## src/sv/pqd_pkg.sv

```systemverilog
// Package for the process queue: record type, opcodes, status codes and the
// broadcast control struct shared by the queue cells. No dependencies.
`timescale 1ns / 1ps

package pqd_pkg;

    localparam logic [1:0] OP_PUSH     = 2'd0;
    localparam logic [1:0] OP_POP      = 2'd1;
    localparam logic [1:0] OP_DEL_ID   = 2'd2;
    localparam logic [1:0] OP_DEL_NAME = 2'd3;

    localparam logic [1:0] ST_OK   = 2'd0;
    localparam logic [1:0] ST_MISS = 2'd1;
    localparam logic [1:0] ST_FULL = 2'd2;

    typedef struct packed {
        logic [15:0] id;
        logic [7:0]  priority_v;
        logic [15:0] runtime;
        logic [63:0] name;
    } t_rec;

    // Broadcast from the controller to every cell.
    typedef struct packed {
        logic        cmp_en;
        logic [1:0]  op;
        logic [15:0] key_id;
        logic [63:0] key_name;
        t_rec        load_rec;
    } t_cell_bcast;

endpackage

```

## src/sv/pqd_cell.sv

```systemverilog
// One queue slot: holds a record, compares it against the broadcast key and
// shifts in its younger neighbor on removal. Depends on pqd_pkg.
`timescale 1ns / 1ps

module pqd_cell (
    input  logic                 i_clk,
    input  logic                 i_rst_n,
    input  pqd_pkg::t_cell_bcast i_bcast,
    input  logic                 i_eligible,
    input  logic                 i_shift,
    input  logic                 i_load,
    input  pqd_pkg::t_rec        i_next,
    output pqd_pkg::t_rec        o_rec,
    output logic                 o_hit
);
    import pqd_pkg::*;

    t_rec r_rec;
    logic r_hit;
    logic n_hit;

    always_comb begin
        case (i_bcast.op)
            OP_POP:      n_hit = i_eligible;
            OP_DEL_ID:   n_hit = i_eligible && (r_rec.id == i_bcast.key_id);
            OP_DEL_NAME: n_hit = i_eligible && (r_rec.name == i_bcast.key_name);
            default:     n_hit = 1'b0;
        endcase
    end

    always_ff @(posedge i_clk) begin
        if (!i_rst_n) begin
            r_hit <= 1'b0;
        end else if (i_bcast.cmp_en) begin
            r_hit <= n_hit;
        end
    end

    // Load and shift never coincide: a push removes nothing.
    always_ff @(posedge i_clk) begin
        if (i_load) begin
            r_rec <= i_bcast.load_rec;
        end else if (i_shift) begin
            r_rec <= i_next;
        end
    end

    assign o_rec = r_rec;
    assign o_hit = r_hit;

endmodule

```

## config.mk

```make
export PLATFORM = sky130hd
export DESIGN_NAME = pqd_cell
export DESIGN_NICKNAME = d
export VERILOG_FILES = /design/src/sv/pqd_pkg.sv /design/src/sv/pqd_cell.sv
export SDC_FILE = /design/constraint.sdc
export NUM_CORES = 1
export LEC_CHECK = 0
export BUFFER_PORTS_ARGS = -buffer_cell sky130_fd_sc_hd__buf_2
export CAP_MARGIN = 20
export CORE_AREA = 4 4 152 154
export CTS_BUF_LIST = sky130_fd_sc_hd__clkbuf_16
export CTS_CLUSTER_SIZE = 16
export DETAILED_ROUTE_END_ITERATION = 7
export DIE_AREA = 0 0 156 158
export HOLD_SLACK_MARGIN = 0.06
export PLACE_DENSITY = 0.54
export SLEW_MARGIN = 20
export SYNTH_ARGS = -nofsm -noshare
export SYNTH_HDL_FRONTEND = slang
export SYNTH_SLANG_ARGS = --single-unit
```

## constraint.sdc

```tcl
create_clock -name i_clk -period 2.7 [get_ports i_clk]
set_input_delay 0.135 -clock i_clk [delete_from_list [all_inputs] [get_ports i_clk]]
set_output_delay 0.135 -clock i_clk [all_outputs]
set_load 0.005 [all_outputs]
```

* Word-level counts from Yosys, hierarchy flattened *
Index checks and enable logic that the tools add are counted.
W data, S select, Z words.

storage, ports and cells
  register bits = 105
  output and inout port bits = 105
  input port bits = 296

cells by class
  muxes and demuxes = 3
  reductions and logical operators = 3
  eq/ne operators = 5

operator list
  cell                  number
  $mux W104             2
  $eq A64 B64 Y1        1
  $eq A16 B16 Y1        1
  $eq A2 B2 Y1 const B  2
  $pmux W1 S3           1
  $eq A2 B1 Y1 const B  1
  $logic_and A1 B1 Y1   2
  $reduce_bool A2 Y1    1

* Logic depth before layout (Yosys ltp) *
Gate-level depths: netlist of the first run.

  depth in word-level cells = 3
  gate-level depth with buffers = 5

* Least setup slack after synthesis of the first run *
OpenSTA, ideal clock, no wires.

  path kind = input-to-reg
  from = input port i_load
  to = register r_rec (netlist bit o_rec[0]) (enable)
  slack = 0.240 ns
  required time = 2.281 ns
  library setup time = 0.419 ns
  stages = 4
  arrival = 2.041 ns
  cell sequence = clkbuf_1 -> buf_2 -> buf_2 -> or2_2

on the way
  longest elaborated chain between the ends = 1

RTL lines
  what                                 RTL line        RTL
  start: declaration                   pqd_cell.sv:11  input logic i_load,
  $reduce_bool A2 Y1 (no source line)  -
  end signal: assignment               pqd_cell.sv:42  r_rec <= i_bcast.load_rec;
  end signal: assignment               pqd_cell.sv:44  r_rec <= i_next;
  end: declaration                     pqd_cell.sv:18  t_rec r_rec;

No other way between the ends.
A chain may end at the register's enable or synchronous reset.

* Worst setup path in the final report of the first run *
  from = register r_rec (netlist bit o_rec[4])
  to = register r_hit, in the netlist o_hit

on the way
  longest elaborated chain between the ends = 3

RTL lines
  what                    RTL line        RTL
  $eq A64 B64 Y1          pqd_cell.sv:26  OP_DEL_NAME: n_hit = i_eligible && (r_rec.name == i_bcast.key_name);
  $logic_and A1 B1 Y1     pqd_cell.sv:26
  $pmux W1 S3             pqd_cell.sv:23  case (i_bcast.op)
  end signal: assignment  pqd_cell.sv:35  r_hit <= n_hit;
  end: declaration        pqd_cell.sv:19  logic r_hit;

No other way between the ends.

==> results, run 1 <==
- In this run, post-CTS repair resized a total of 0 instances.
- Summing internal, switching and leakage power gives 4.311 mW.
- The combined flip-flop and latch cell area is around 0.0031 mm2.
- The via count of the first global-routing pass came to 4,471.
- The cell type with the largest total area after synthesis is sky130_fd_sc_hd__edfxtp_1.
- The row count is between 50 and 60.
- In this design, the stage delay of the slowest critical-path cell is approximately 450 ps.
- After filler insertion, the fill cell instance count of the layout stands at about 2.1k.
- In this run the biggest area consumer among cell types represents a little under three fifths of the synthesized area.
- For this block, the via count after detailed routing is roughly 4.5k.
- The die area is 0.02465 mm2.
- In this run, synthesis inferred 104 flip-flops with an integrated enable.
- Synthesis inferred 105 register bits.
- The multi-input combinational cells in the finished layout cover a total of between 0.002 and 0.0025 mm2.
- The initial antenna violation count came to 1.
- The synthesized netlist contains 27 unique library cells.
- The root buffer selected by CTS is sky130_fd_sc_hd__clkbuf_16.
- The final critical path takes up about two thirds of the cycle.
- The worst slew margin relative to its limit is a little over two thirds.
- The number of buffers inserted by port buffering is 400.
- After clock tree synthesis, the clock-pin slew on the worst setup and hold paths is 80 ps.
- The finished cells cover 0.008235 mm2.
- The max-slew violation count was 0.
- The cell area after synthesis is between 0.005 and 0.006 mm2.
- Setup repair after global routing left no endpoint under its margin.
- The largest individual stage delay along the critical path comes from the cell sky130_fd_sc_hd__edfxtp_1.
- TritonCTS built the clock tree.
- The DRC marker count from the first detailed-route iteration is approximately 180.
- In this run the vertical extent of the chip is 158 um.
- The clock period could shrink to about 1800 ps.
- The least setup slack across all paths after layout is 873.1 ps.
- After detailed routing, the average wire length per cell comes to roughly 19 um.
- The number of post-CTS setup repair buffers is 0.
- A synthesized cell averages ~15 um2.
- Data on the critical path is required at its endpoint by 2980 ps.
- The total setup violations reported at the end of the flow is 0.
- After detailed routing, the number of remaining DRC violations is 0.
- The total routing usage reported by global routing is 14.87%.
- The path type of the worst min-delay path is in2reg.
- Adding up every negative setup slack in the final design gives 0 ps.
- The final worst clock skew is 8.825 ps.
- Synthesis produced a netlist with a net count of 662.
- Entering global routing, the biggest net connects 59 pins.
- The number of CTS-inserted buffers is 9.
- The final hold violation count is 0.
- The post-detailed-routing wire length is around 20 mm.
- The first global-routing pass estimated approximately 27 mm of wire.
- The number of max-capacitance violations reported is 0.
- For this configuration, the core starts out at a cell density of 25.10%.
- The power density over the cells is 523.4 mW/mm2.
- In the final layout, the share of cells above drive strength 1 is about two thirds.
- The die is approximately 160 um wide.
- During synthesis, Yosys emitted a total of 0 warnings.
- The count of TritonRoute iterations in the first routing pass is 4.
- The region available for standard cell placement spans approximately 0.022 mm2.
- The signal on the critical path passes through nor2b_1 > a2111o_1 > nor4_1 > nand4b_1 > o22ai_2.
- The most instantiated flip-flop cell in the synthesis netlist is sky130_fd_sc_hd__edfxtp_1.
- The run finished with clean final reports.
- For this run, the post-layout net count is between 1k and 1.5k.
- The fraction of registers with async set or reset after synthesis is 0%.
- At the worst endpoint, the arrival time is 2110 ps.
- The clock reaches the later pin of the worst-skew pair after between 300 and 400 ps.
- The area growth from synthesis to layout is 51.31%.
- Summed over all cells, the static leakage comes to 3.640 nW.
- For this run, the top clock speed supported by timing is roughly 550 MHz.
- The number of clock sinks is 105.
- After synthesis, flip-flops and latches occupy about 58% of the total area.
- The instance count of the mapped netlist is approximately 370.
- CTS built an H-tree with a depth of 3.
- The clock passes through at most 2 buffers.
- For this run the aggregate overflow at the end of global routing stands at 0.
- The peak supply drop is 0.0002212 V.
- The critical path is of the reg2reg type.
- The largest fanout of any net on the critical path is 3.
- By area the synthesized netlist is led by sky130_fd_sc_hd__edfxtp_1 (57%), sky130_fd_sc_hd__mux2_2 (22%), sky130_fd_sc_hd__xnor2_1 (6.3%).
- Summing all placed instances gives a cell area of ~0.0078 mm2.
- The congestion estimate from routability-driven global placement came to between 0.7 and 0.8.
- The category of the worst setup path launch point is a flop.
- OpenSTA, run right after detailed placement, puts the worst setup slack at between 800 and 900 ps.
- The number of top-level pins is ~400.
- The worst setup path is captured at a flop.
- The number of routed nets with antenna violations is 0.
- The vias per cell is between 4 and 5.
- The slew at the pin with the worst max-slew slack is approximately 440 ps.
- Detailed placement finished with a half-perimeter wire length of around 17 mm.
- The repair_antennas step left the layout with diodes totalling 0.
## critical path, delay by kind of cell, from the launching register on
| kind | cells | cell delay [ps] |
|---|---|---|
| and+or+nand+nor | 3 | 780 |
| AOI/OAI and AO/OA | 2 | 520 |
| DFF | 1 | 450 |
## repair_timing
action                                 CTS  global route
endpoints found under the hold margin    6             7
hold buffers                             7             7
setup endpoints to repair                0             0
## metal layers
layer | wire length (um) | GRT usage (%) | share of wire, % | vias up
li1 | - | - | - | 2224
met1 | 8269 | 18.52 | 41 | 2089
met2 | 10440 | 25.91 | 52 | 180
met3 | 1300 | 4.073 | 6.4 | 12
met4 | 203 | 3.126 | 1.0 | 2
met5 | 8 | 0 | 0.040 | -
## report_power, final
group          switching, mW  internal, mW  total, mW
registers              0.106          2.00       2.11
logic                  0.394         0.512      0.906
clock network          0.649         0.647       1.30
total                   1.15          3.16       4.31
## per-stage QoR
stage               hold WS [ps]  util (%)  cells
global placement           437.3     36.00   1038
detailed placement         438.4     36.00   1038
global route               61.37     37.97   1068
CTS                        60.31     37.65   1061
floorplan                  325.1         -    366
finish                     82.67     37.97   1068
## cells in the final DEF, fill, tap and decap left out, types with 9 or more instances in the layout
master                          netlist  routed
sky130_fd_sc_hd__buf_2               11     399
sky130_fd_sc_hd__mux2_2             104     104
sky130_fd_sc_hd__edfxtp_1           104     104
sky130_fd_sc_hd__xnor2_1             39      39
sky130_fd_sc_hd__nor2b_1             21      21
sky130_fd_sc_hd__xor2_1              16      16
sky130_fd_sc_hd__dlygate4sd3_1        0      14
sky130_fd_sc_hd__inv_1               13      13
sky130_fd_sc_hd__nand2b_1             9       9
sky130_fd_sc_hd__nand4_1              9       9
sky130_fd_sc_hd__clkbuf_16            0       9
## path summary, 6_finish.rpt
check | from | endpoint | slack (ps) | depth (start not counted)
worst max-delay path | o_rec[4] | o_hit | 870 | 5
worst min-delay path | i_next[79] | o_rec[79] | 80 | 2
worst max register to register | o_rec[4] | o_hit | 870 | 5
worst min register to register | o_hit | o_hit | 700 | 4
## synth_stat cells (7+ instances only)
cell type and n:
sky130_fd_sc_hd__xnor2_1 39, sky130_fd_sc_hd__nand4_1 9, sky130_fd_sc_hd__xor2_1 16, sky130_fd_sc_hd__nand2b_1 9, sky130_fd_sc_hd__inv_1 13, sky130_fd_sc_hd__nor2b_1 21
sky130_fd_sc_hd__nor4_1 7, sky130_fd_sc_hd__edfxtp_1 104, sky130_fd_sc_hd__mux2_2 104, sky130_fd_sc_hd__buf_2 11, sky130_fd_sc_hd__a2111o_1 7
## flip-flops by register name (all words and copies together), names as in the netlist
name and cells:
o_hit 1, o_rec 104
## cell families (layout without fill, tap and decap cells)
group	count (synthesis)	count (layout)	synth area share (%)
AOI/OAI and AO/OA	18	18	3.195
muxes	104	104	21.52
buffers and inverters	26	448	2.046
DFF	105	105	57.75
and+or+nand+nor	58	58	6.643
xor gates and xnor gates	55	55	8.851
## area by class of cell
cell class                      instances  area share, %
Inverter                               14         0.6381
Tap cell                              280          4.254
Timing Repair Buffer                  418          26.86
Sequential cell                       105          38.16
Multi-Input combinational cell        235          26.60
Clock buffer                            9          2.735
Clock inverter                          7         0.7445
Power figures use the tool's default switching activity.
==> run 2: changes to the inputs <==
Clock period 2.7 ns to 1.8 ns, I/O delays scaled along.
==> run 2 against run 1 <==
  * Sequential power grew 50%
  * Power grew 60%
  * Die area is the same
  * Critical path depth is the same
  * Register-to-register slack lost 730 ps
  * Final area grew 21%
  * Via count grew 18%
  * Largest cell class is now buffers
==> results, run 2 (same netlist as run 1, synthesis figures left out) <==
- In this run the tightest slew margin relative to its limit is approximately two thirds.
- The worst setup path is launched from a flop.
- The die is 156 um wide.
- The aggregate negative setup slack is 0 ps.
- The static leakage power is ~4.4 nW.
- After detailed routing, the number of remaining DRC violations is 0.
- From bottom edge to top edge, the die measures between 150 and 200 um.
- Across the run, the number of max-cap violations was 0.
- The global routing usage on met1 is between 20 and 25%.
- The global-route wire length before repair is between 30 and 40 mm.
- For the pin with the worst max-slew slack, the measured transition is approximately 500 ps.
- In this run the worst path has a maximum fanout of 3.
- In this run the number of H-tree levels came out at 3.
- The largest net degree at the start of global routing is between 70 and 80.
- The number of clock sinks is 105.
- The arrival time at the worst endpoint is 1940 ps.
- The initial antenna violation count came to 0.
- The routability congestion estimate from global placement is around 0.84.
- The met3 usage is slightly above 4%.
- In this run the remaining antenna-violating nets after routing total 0.
- The source-to-sink clock delay at the later pin of the worst-skew pair is around 350 ps.
- Clock-pin slew was measured on the worst setup and hold paths at ~80 ps.
- STA puts the critical path data required time at approximately 2100 ps.
- The residual overflow from global routing is 0.
- The part of the power in combinational logic is roughly a quarter.
- The number of buffers inserted by port buffering is 400.
- The placed wire-length estimate is ~17 mm.
- In the global route stage, overall resource usage came out at ~17%.
- The row count is 54.
- Setup violations remaining at the end of the flow were counted as 0.
- The placed instance area is approximately 0.0078 mm2.
- In the final routed layout, each cell accounts on average for ~18 um.
- The TritonCTS clock tree is done.
- In this design, the stage delay of the slowest critical-path cell is 430 ps.
- Setup repair after global routing left no endpoint under its margin.
- The die covers approximately 0.025 mm2.
- The post-detailed-routing wire length is between 20 and 25 mm.
- The reported net switching power is between 1.5 and 2 mW.
- The library cells used most frequently in the layout, excluding fill and tap cells, are sky130_fd_sc_hd__buf_2 (399), sky130_fd_sc_hd__dlygate4sd3_1 (182), sky130_fd_sc_hd__mux2_2 (104), sky130_fd_sc_hd__edfxtp_1 (104), sky130_fd_sc_hd__xnor2_1 (39).
- The via count of the first global-routing pass came to roughly 5.7k.
- The clock network is responsible for between 20% and 30% of the overall power.
- The signal on the critical path passes through nor2b_1 > a2111o_1 > nor4_2 > nand4b_1 > o22ai_2.
- In the finished design, the share of the clock period the worst path needs comes to between 90 and 100%.
- In this run, the number of DRC markers left after iteration 0 of detailed routing was ~210.
- Based on the critical path, the design can be clocked at up to 603.5 MHz.
- The global-route layer with the greatest usage is met2.
- The max-slew violation count was 0.
- In this run the deepest clock path goes through 2 buffers.
- The internal power of the cells is roughly 5.1 mW.
- Relative to the synthesized area, the layout overhead comes to 83.10%.
- The power density over the cells is just under 700 mW/mm2.
- The number of CTS-inserted buffers is 9.
- The worst hold path belongs to the class in2reg.
- Summing internal, switching and leakage power gives just under 7 mW.
- The proportion of layout cells with a drive suffix above 1 is a little under three fifths.
- The core region is roughly 0.022 mm2.
- The global routing usage on met2 is about a third.
- The via count of the routed design is 5,310.
- Registers are responsible for approximately 46% of the overall power.
- With fillers left out, the area of the finished cells amounts to around 0.01 mm2.
- The post-layout net count is roughly 1.3k.
- Between clock sinks in the finished design, the worst skew comes to 9.198 ps.
- The critical path class is reg2reg.
- Across the VDD grid, the largest voltage drop is ~0.00046 V.
- The root buffer selected by CTS is sky130_fd_sc_hd__clkbuf_16.
- The filler cell count in the final layout is about 2k.
- The critical path endpoint category is a flop.
- The final period demand of the worst path is between 1500 and 2000 ps.
- The effective utilization at floorplan is between 20% and 30%.
- The number of top-level pins is between 400 and 500.
- The first TritonRoute pass finished after 4 iterations.
- The share of total power consumed by net switching is a little over a quarter.
- The register with the most flip-flops in the layout has ~100 of them.
- The number of diodes is 0.
- The vias per cell is around 4.3.
- Leaving out fill and tap cells, the most frequent cell in the layout is sky130_fd_sc_hd__buf_2.
- The run finished with clean final reports.
- The slowest stage of the critical path belongs to the cell sky130_fd_sc_hd__edfxtp_1.
- The final hold violation count is 0.
-- run 2: path summary, 6_finish.rpt --
| kind | startpoint | to | slack (ps) | cells after the start |
|---|---|---|---|---|
| setup / recovery | o_rec[4] | o_hit | 140 | 5 |
| hold / removal | i_bcast[17] | o_rec[17] | 80 | 2 |
| setup reg to reg | o_rec[4] | o_hit | 140 | 5 |
| hold reg to reg | o_hit | o_hit | 680 | 4 |
-- run 2: power by group through the flow --
stage / sequential, mW / clock (mW) / combinational, mW
after floorplan: 3.23 / 0 / 0.525
after CTS: 3.17 / 2.06 / 1.74
after global placement: 3.21 / 0 / 1.38
after detailed placement: 3.23 / 0 / 1.37
after global routing: 3.21 / 2.17 / 1.88
final: 3.17 / 1.98 / 1.74
-- run 2: critical path: cells and delay by family, from the launching register on --
family | cells | cell delay (ps)
AND/OR/NAND/NOR | 3 | 650
AO/OA/AOI/OAI | 2 | 520
flip-flops | 1 | 430
-- run 2: repair_timing --
item / in CTS / in global routing
setup endpoints to repair: 1 / 0
hold endpoints to repair: 94 / 2
buffers inserted: 0 / 0
hold buffers: 179 / 3
resized for setup: 1 / 0
-- run 2: final cells by class --
class	instances	area (um2)	area share, %
Inverter	14	52.55	0.5273
Multi-Input combinational cell	235	2197	22.05
Sequential cell	105	3143	31.54
Tap cell	280	350.3	3.515
Clock buffer	9	225.2	2.260
Clock inverter	7	73.82	0.7407
Timing Repair Buffer	590	3924	39.37
-- run 2: layer usage --
metal / vias to the layer above / part of all wire [%]
met4: 0 / 1.7
met5: - / 0
li1: 2561 / -
met2: 202 / 52
met1: 2524 / 40
met3: 23 / 6.2
-- run 2: metrics by stage --
stage	worst slack [ps]	util (%)	hold WS, ps	std cells
floorplan	10.49	-	280.1	366
global placement	34.73	36.14	393.3	1042
detailed placement	28.03	36.14	394.8	1042
CTS	93.37	45.81	60.28	1237
global route	26.56	45.95	60.24	1240
finish	143.1	45.95	76.54	1240
